$ cat config.mk
export PLATFORM = sky130hd
export DESIGN_NAME = k_way_sorted_list_merge
export DESIGN_NICKNAME = d
export VERILOG_FILES = /design/src/sv/kwsm_pkg.sv /design/src/sv/kwsm_mem.sv /design/src/sv/kwsm_best.sv /design/src/sv/k_way_sorted_list_merge.sv
export VERILOG_INCLUDE_DIRS = /design/src /design/src/sv
export SDC_FILE = /design/constraint.sdc
export NUM_CORES = 2
export LEC_CHECK = 0
export BUFFER_PORTS_ARGS = -buffer_cell sky130_fd_sc_hd__buf_2
export CAP_MARGIN = 15
export CORE_MARGIN = 2
export CORE_UTILIZATION = 50
export DETAILED_ROUTE_END_ITERATION = 10
export PLACE_DENSITY = 0.65
export SETUP_SLACK_MARGIN = 0.3
export SLEW_MARGIN = 10
export SYNTH_ARGS = -nofsm -noshare
export SYNTH_HDL_FRONTEND = slang
export SYNTH_HIERARCHICAL = 1
export SYNTH_SLANG_ARGS = --single-unit
$ cat constraint.sdc
create_clock -name clock -period 8.85 [get_ports clock]
set_input_delay 1.3275 -clock clock [delete_from_list [all_inputs] [get_ports clock]]
set_output_delay 1.3275 -clock clock [all_outputs]
set_load 0.05 [all_outputs]
$ cat src/sv/k_way_sorted_list_merge_defines.svh
// Assertion macros shared by the k-way merge RTL.
// Depends on nothing; users provide signals named clock and reset.
`ifndef K_WAY_SORTED_LIST_MERGE_DEFINES_SVH
`define K_WAY_SORTED_LIST_MERGE_DEFINES_SVH

// Same-cycle implication, checked out of reset.
`define KWSM_ASSERT_NOW(lbl, ante, cons, msg) \
   lbl: assert property (@(posedge clock) disable iff (reset) (ante) |-> (cons)) \
      else $error(msg);

// Next-cycle implication, checked out of reset.
`define KWSM_ASSERT_NEXT(lbl, ante, cons, msg) \
   lbl: assert property (@(posedge clock) disable iff (reset) (ante) |=> (cons)) \
      else $error(msg);

`endif

$ cat src/sv/kwsm_pkg.sv
// Shared sizes, payload structs and control structs of the k-way merge.
// Depends on nothing; imported by every module of the block.
`default_nettype none

package kwsm_pkg;

   localparam int MAX_ELEMENTS = 64;
   localparam int MAX_LISTS    = 8;
   localparam int DATA_W       = 32;
   localparam int ADDR_W       = $clog2(MAX_ELEMENTS);
   localparam int CNT_W        = $clog2(MAX_ELEMENTS + 1);
   localparam int LIST_W       = $clog2(MAX_LISTS);
   localparam int LCNT_W       = $clog2(MAX_LISTS + 1);

   typedef struct packed {
      logic signed [DATA_W-1:0] value;
      logic                     end_of_list;
      logic                     end_of_load;
   } req_type;

   typedef struct packed {
      logic signed [DATA_W-1:0] merged_value;
      logic                     last_of_run;
      logic                     overflow;
   } rsp_type;

   // Control into the shared compare unit.
   typedef struct packed {
      logic              clear;
      logic              take;
      logic [LIST_W-1:0] list;
      logic [CNT_W-1:0]  head;
   } best_ctl_type;

   // Running winner of the compare unit.
   typedef struct packed {
      logic                     have;
      logic [LIST_W-1:0]        list;
      logic [CNT_W-1:0]         head;
      logic signed [DATA_W-1:0] value;
   } best_sts_type;

endpackage

`default_nettype wire

$ cat src/sv/kwsm_mem.sv
// Element store of the k-way merge: one write port, one registered read port.
// Depends on kwsm_pkg.
`default_nettype none

module kwsm_mem
   import kwsm_pkg::*;
(
   input  wire logic                     clock,
   input  wire logic                     wr_en,
   input  wire logic [ADDR_W-1:0]        wr_addr,
   input  wire logic signed [DATA_W-1:0] wr_data,
   input  wire logic [ADDR_W-1:0]        rd_addr,
   output logic signed [DATA_W-1:0]      rd_data
);

   logic signed [DATA_W-1:0] mem_ff [MAX_ELEMENTS];
   logic signed [DATA_W-1:0] rd_data_ff;

   always_ff @(posedge clock) begin
      if (wr_en) begin
         mem_ff[wr_addr] <= wr_data;
      end
   end

   always_ff @(posedge clock) begin
      rd_data_ff <= mem_ff[rd_addr];
   end

   assign rd_data = rd_data_ff;

endmodule

`default_nettype wire

$ cat src/sv/kwsm_best.sv
// Shared signed compare unit: keeps the smallest head seen in one scan.
// Depends on kwsm_pkg.
`default_nettype none

module kwsm_best
   import kwsm_pkg::*;
(
   input  wire logic                     clock,
   input  wire logic                     reset,
   input  wire best_ctl_type             ctl,
   input  wire logic signed [DATA_W-1:0] data,
   output best_sts_type                  sts
);

   best_sts_type best_ff;
   best_sts_type best_in;

   // Strict less-than keeps the lower-numbered list on ties.
   always_comb begin
      best_in = best_ff;
      if (ctl.clear) begin
         best_in.have = 1'b0;
      end else if (ctl.take && (!best_ff.have || (data < best_ff.value))) begin
         best_in.have  = 1'b1;
         best_in.list  = ctl.list;
         best_in.head  = ctl.head;
         best_in.value = data;
      end
   end

   always_ff @(posedge clock) begin
      if (reset) begin
         best_ff.have <= 1'b0;
      end else begin
         best_ff.have <= best_in.have;
      end
      best_ff.list  <= best_in.list;
      best_ff.head  <= best_in.head;
      best_ff.value <= best_in.value;
   end

   assign sts = best_ff;

endmodule

`default_nettype wire

$ cat src/sv/k_way_sorted_list_merge.sv
// Top level of the k-way merge: load sequencer, list table, output register.
// Depends on kwsm_pkg, kwsm_mem, kwsm_best and k_way_sorted_list_merge_defines.svh.
//
//   channel | ports                          | carries
//   --------+--------------------------------+------------------------------------
//   request | req_valid, req_ready, req_data | one element with end-of-list/load
//   result  | rsp_valid, rsp_ready, rsp_data | merged value, last flag, overflow
//
// Loading accepts one request per cycle; req_ready is high only while loading.
// Each result scans the list heads, one per cycle, through the single compare
// unit, then drains the memory read, then emits.
// A full result register that is not taken holds the merge in its emit step.
// Reset clears the list table and counters; the element store needs no clear.
`default_nettype none

`include "k_way_sorted_list_merge_defines.svh"

module k_way_sorted_list_merge
   import kwsm_pkg::*;
(
   input  wire logic    clock,
   input  wire logic    reset,
   input  wire logic    req_valid,
   output logic         req_ready,
   input  wire req_type req_data,
   output logic         rsp_valid,
   input  wire logic    rsp_ready,
   output rsp_type      rsp_data
);

   typedef enum logic [3:0] {
      ST_LOAD = 4'b0001,
      ST_SCAN = 4'b0010,
      ST_PICK = 4'b0100,
      ST_EMIT = 4'b1000
   } state_type;

   state_type    state_ff, state_in;
   logic [CNT_W-1:0]  start_ff [MAX_LISTS];
   logic [CNT_W-1:0]  start_in [MAX_LISTS];
   logic [CNT_W-1:0]  head_ff  [MAX_LISTS];
   logic [CNT_W-1:0]  head_in  [MAX_LISTS];
   logic [CNT_W-1:0]  end_ff   [MAX_LISTS];
   logic [CNT_W-1:0]  end_in   [MAX_LISTS];
   logic [CNT_W-1:0]  count_ff, count_in;
   logic [LCNT_W-1:0] lc_ff, lc_in;
   logic              dropped_ff, dropped_in;
   logic [CNT_W-1:0]  remaining_ff, remaining_in;
   logic [LIST_W-1:0] k_ff, k_in;
   best_ctl_type      pend_ff, pend_in;
   logic              rsp_valid_ff, rsp_valid_in;
   rsp_type           rsp_ff, rsp_in;

   logic                     req_fire;
   logic                     room;
   logic                     store_en;
   logic                     lists_open;
   logic                     close_list;
   logic [LIST_W-1:0]        lc_idx;
   logic [CNT_W-1:0]         count_next;
   logic                     emit_fire;
   logic signed [DATA_W-1:0] rd_data;
   best_ctl_type             best_ctl;
   best_sts_type             best_sts;

   assign req_ready  = (state_ff == ST_LOAD);
   assign req_fire   = req_valid && req_ready;
   assign lists_open = (lc_ff < LCNT_W'(MAX_LISTS));
   assign room       = lists_open && (count_ff < CNT_W'(MAX_ELEMENTS));
   assign store_en   = req_fire && room;
   assign count_next = count_ff + CNT_W'(store_en);
   assign lc_idx     = lc_ff[LIST_W-1:0];
   // Both marks close the current list while a slot for it remains.
   assign close_list = req_fire && (req_data.end_of_list || req_data.end_of_load)
                       && lists_open;
   assign emit_fire  = (state_ff == ST_EMIT) && (!rsp_valid_ff || rsp_ready);

   kwsm_mem u_mem (
      .clock   (clock),
      .wr_en   (store_en),
      .wr_addr (count_ff[ADDR_W-1:0]),
      .wr_data (req_data.value),
      .rd_addr (head_ff[k_ff][ADDR_W-1:0]),
      .rd_data (rd_data)
   );

   // Clear the winner at the start of each scan; the registered memory read
   // lands together with its registered pending tag.
   always_comb begin
      best_ctl       = pend_ff;
      best_ctl.clear = (state_ff == ST_SCAN) && (k_ff == '0);
   end

   kwsm_best u_best (
      .clock (clock),
      .reset (reset),
      .ctl   (best_ctl),
      .data  (rd_data),
      .sts   (best_sts)
   );

   always_comb begin
      state_in     = state_ff;
      start_in     = start_ff;
      head_in      = head_ff;
      end_in       = end_ff;
      count_in     = count_ff;
      lc_in        = lc_ff;
      dropped_in   = dropped_ff;
      remaining_in = remaining_ff;
      k_in         = k_ff;
      pend_in      = '0;
      rsp_in       = rsp_ff;
      rsp_valid_in = rsp_valid_ff && !rsp_ready;

      unique case (state_ff)
         ST_LOAD: begin
            count_in = count_next;
            if (req_fire && !room) begin
               dropped_in = 1'b1;
            end
            if (close_list) begin
               end_in[lc_idx]  = count_next;
               head_in[lc_idx] = start_ff[lc_idx];
               lc_in           = lc_ff + LCNT_W'(1);
               if (lc_idx != LIST_W'(MAX_LISTS - 1)) begin
                  start_in[lc_idx + LIST_W'(1)] = count_next;
               end
            end
            if (req_fire && req_data.end_of_load) begin
               remaining_in = count_next;
               k_in         = '0;
               state_in     = ST_SCAN;
            end
         end
         ST_SCAN: begin
            // Issue one head read per cycle; tag it for the compare unit.
            pend_in.take = (head_ff[k_ff] < end_ff[k_ff]);
            pend_in.list = k_ff;
            pend_in.head = head_ff[k_ff];
            k_in         = k_ff + LIST_W'(1);
            if (k_ff == LIST_W'(MAX_LISTS - 1)) begin
               k_in     = '0;
               state_in = ST_PICK;
            end
         end
         ST_PICK: begin
            state_in = ST_EMIT;
         end
         ST_EMIT: begin
            if (emit_fire) begin
               rsp_valid_in           = 1'b1;
               rsp_in.merged_value    = best_sts.value;
               rsp_in.last_of_run     = (remaining_ff == CNT_W'(1));
               rsp_in.overflow        = dropped_ff;
               head_in[best_sts.list] = best_sts.head + CNT_W'(1);
               remaining_in           = remaining_ff - CNT_W'(1);
               if (remaining_ff == CNT_W'(1)) begin
                  // Drop the finished load and start an empty one.
                  for (int i = 0; i < MAX_LISTS; i++) begin
                     start_in[i] = '0;
                     head_in[i]  = '0;
                     end_in[i]   = '0;
                  end
                  count_in   = '0;
                  lc_in      = '0;
                  dropped_in = 1'b0;
                  state_in   = ST_LOAD;
               end else begin
                  k_in     = '0;
                  state_in = ST_SCAN;
               end
            end
         end
         default: begin
            state_in = ST_LOAD;
         end
      endcase
   end

   always_ff @(posedge clock) begin
      if (reset) begin
         state_ff     <= ST_LOAD;
         start_ff     <= '{default: '0};
         head_ff      <= '{default: '0};
         end_ff       <= '{default: '0};
         count_ff     <= '0;
         lc_ff        <= '0;
         dropped_ff   <= 1'b0;
         remaining_ff <= '0;
         k_ff         <= '0;
         pend_ff      <= '0;
         rsp_valid_ff <= 1'b0;
      end else begin
         state_ff     <= state_in;
         start_ff     <= start_in;
         head_ff      <= head_in;
         end_ff       <= end_in;
         count_ff     <= count_in;
         lc_ff        <= lc_in;
         dropped_ff   <= dropped_in;
         remaining_ff <= remaining_in;
         k_ff         <= k_in;
         pend_ff      <= pend_in;
         rsp_valid_ff <= rsp_valid_in;
      end
      rsp_ff <= rsp_in;
   end

   assign rsp_valid = rsp_valid_ff;
   assign rsp_data  = rsp_ff;

   `KWSM_ASSERT_NOW(a_merge_has_work, (state_ff != ST_LOAD), (remaining_ff != '0),
      "merge running with nothing left to emit")
   `KWSM_ASSERT_NOW(a_emit_has_winner, (state_ff == ST_EMIT), best_sts.have,
      "emit step without a winning list head")
   `KWSM_ASSERT_NEXT(a_last_clears_load, (emit_fire && (remaining_ff == CNT_W'(1))),
      ((state_ff == ST_LOAD) && (count_ff == '0) && (lc_ff == '0) && !dropped_ff),
      "load not cleared after the final result")
   `KWSM_ASSERT_NOW(a_count_bound, 1'b1, (count_ff <= CNT_W'(MAX_ELEMENTS)),
      "element count beyond the store depth")

endmodule

`default_nettype wire
==> flow_summary.json <==
{
  "outcome": "complete, no violations",
  "drtIter0Drc": 6444,
  "power_frac_comb": 0.077,
  "hold_violations": 0,
  "track_usage": 0.2553,
  "hold_path.class": "reg2reg",
  "row_count": 157,
  "cts.clk_slew.worst_paths_ps": 60,
  "place_congestion": 0.8406,
  "cpMostUsedCell": "mux4_2",
  "via_per_inst": 6.485,
  "cp_slowest_cell": "buf_4",
  "setup_viol": 0,
  "clockBufferDepth": 3,
  "synth.avg_cell_area_um2": 20.07,
  "ys.flop_type": "edfxtp_1",
  "routed_wl_mm": 237.0,
  "critical_path_buf_inv_count": 3,
  "ctsHoldBuffers": 0,
  "h-tree-depth": 4,
  "wl_per_cell_um": 32.44,
  "async_flop_share": 0,
  "fin_crit_sh": 0.5534,
  "design.die.area_mm2": 0.1864,
  "synth_warnings": 6,
  "fillers": 13380,
  "post-route-min-period_ps": 4898,
  "dp_hpwl_mm": 129.8,
  "drc": 0,
  "cts_num_sinks": 2363,
  "crit_path_cell_trace": "buf_4 > mux4_2 > mux2_8 > buf_12 > buf_4 > mux4_2 > mux4_2 > o22ai_1 > nor2_1",
  "cpPeakStageDelay_ps": 610,
  "fmax_mhz": 204.2,
  "vdd.ir_drop.worst_mv": 0.2244,
  "vias": 47370,
  "finalClockSkew_ps": 35.29,
  "coreArea_mm2": 0.1825,
  "cts_setup_buffers": 0,
  "cts_tree": "done",
  "overflow": 0,
  "busiest_layer": "met2",
  "syn_area_mm2": 0.09149,
  "netSwitchingFraction": 0.2246,
  "cap_viol_max_count": 0,
  "die_w_um": 431.8,
  "final_core_util": 0.5625,
  "slew_viol_final": 0,
  "yosys.area.top_type_share": 0.6971,
  "grt_pass1_wl_mm": 339.1,
  "initial_core_util": 0.5013,
  "synth_seq_cells": 2363,
  "fin_nets": 4814,
  "netlist-cell-type-count": 70,
  "numCtsBuffers": 226,
  "layout-drive-gt1-share": 0.2485,
  "clkPwrFrac": 0.401,
  "end_kind": "flop",
  "synth-seq-area-share": 0.7494,
  "tns_ps": 0,
  "power.density_mw_per_mm2": 232.5,
  "met1_usage": 0.3789,
  "ios": 74,
  "clockRootBuffer": "clkbuf_16",
  "relSlewSlack": 0.1210,
  "cp_data_arrival_time_ps": 5600,
  "path_class": "reg2reg",
  "cp.required_ps": 9550,
  "syn2layout_area_growth_pct": 12.20,
  "die_h_um": 431.8,
  "p_switching_w": 0.005361,
  "drtPass1Iterations": 6,
  "leakage_nw": 31.53,
  "gr-usage-met2": 0.3998,
  "final_cell_mix": "2,124 x edfxtp_1, 572 x mux4_2, 238 x dfxtp_1",
  "grt_pass1_vias": 46160,
  "start_kind": "flop",
  "rsz0062_at_grt": "false",
  "worst_pin_slew_ps": 1318,
  "detail-route-antenna-nets": 0,
  "antenna_found_initial": 9,
  "critPathTopFamily": "multiplexers",
  "io_buffers": 73,
  "synth_edf_count": 2124,
  "synth_area_leaders": "edfxtp_1 70%, mux4_2 14%, dfxtp_1 5.2%",
  "syn_inst": 4558,
  "gr-usage-met3": 0.04337,
  "ctsResizeCount": 0,
  "final_common_cell": "edfxtp_1",
  "cp_max_fo": 78,
  "pwr-share-seq": 0.522,
  "synthesis.nets": 4643,
  "insertion_delay_ps": 850,
  "yosysTopAreaCell": "edfxtp_1",
  "grt_max_degree": 109,
  "intPower_w": 0.01851
}
## per-stage QoR
stage / power, W / instance area (um^2) / setup slack, ps / hold slack [ps] / instances
4_1_cts: 0.02398 / 102600 / 3782 / 403.4 / 7297
6_report: 0.02387 / 102700 / 3952 / 404.7 / 7304
3_3_place_gp: 0.01451 / 95240 / 3783 / 386.9 / 6879
5_1_grt: 0.02455 / 102600 / 3602 / 407.3 / 7302
2_1_floorplan: 0.01375 / 91490 / 1707 / 385.5 / 4558
3_5_place_dp: 0.01453 / 95270 / 3811 / 388.7 / 6881
## flip-flops by register name (all words and copies together) (netlist names)
signal / count
u_mem/mem_ff: 2048
end_ff: 56
head_ff: 56
start_ff: 56
u_best/sts: 43
rsp_data: 34
u_mem/rd_data: 32
best_ctl: 11
count_ff: 7
remaining_ff: 7
lc_ff: 4
state_ff: 4
k_ff: 3
dropped_ff: 1
rsp_valid: 1
## power groups by stage
stage	clock, W	sequential, W	combinational (W)
floorplan	0	0.0125	0.00122
global placement	0	0.0127	0.00183
detailed placement	0	0.0127	0.00184
CTS	0.00969	0.0124	0.00185
global route	0.0101	0.0125	0.00197
finish	0.00957	0.0125	0.00184
## logic make-up (layout without fill, tap and decap cells)
group,count (synthesis),in the layout,share of synthesized area
multiplexers,697,697,0.1547
flip-flops,2363,2363,0.7494
adder cells (fa/ha/maj),47,47,0.006428
XOR/XNOR,9,9,0.0008616
other,0,2,0
buffers and inverters,314,673,0.01554
AO/OA/AOI/OAI,586,586,0.04535
AND/OR/NAND/NOR,542,542,0.02765
## per-layer routing
metal,vias up,part of all wire
met3,330,0.091
met4,0,0.022
li1,19310,-
met2,2353,0.47
met5,-,0
met1,25380,0.41
## Yosys cell counts (7+ instances only)
cell type and number:
mux2_2 18, a22o_1 57, a22oi_1 107, and3b_1 7
clkbuf_1 140, dfxtp_1 239, o22ai_1 97, buf_4 24
ha_1 47, a32oi_1 23, and2_1 26, nor2_1 288
o221ai_1 28, a311oi_1 13, nand3_1 18, nor3_1 29
mux2i_1 107, nand2b_1 17, mux4_2 572, buf_2 74
and3_1 12, inv_1 47, edfxtp_1 2124, o21ai_0 44
nor2b_1 20, nand2_1 71, nor3b_1 9, a211oi_1 48
a21oi_1 122, buf_1 21, buf_6 8
## worst reg2reg max path: stages (launching register included)
cell and delay [ps]:
dfxtp_2 310, buf_4 530, mux4_2 380, mux2_8 600
buf_12 620, buf_4 730, mux4_2 570, mux4_2 470
o22ai_1 450, nor2_1 100
## layout make-up
class,count,area (um^2),share of cell area
timing repair buffer,210,1546,0.01507
inverter,47,176.4,0.001719
multi-input combinational,1881,22080,0.2151
clock buffer,288,6042,0.05886
clock inverter,128,1251,0.01219
tap,2385,2984,0.02907
antenna,2,5.005,0.00004876
sequential,2363,68570,0.6680
## final timing paths
path	from	end	slack, ps	cells after the start
min	best_ctl[8]	u_best/sts[40]	400	0
max	k_ff[0]	u_mem/rd_data[21]	3950	9
min reg2reg	best_ctl[8]	u_best/sts[40]	400	0
max reg2reg	k_ff[0]	u_mem/rd_data[21]	3950	9
Note: power is estimated with default switching activity, not from simulation.
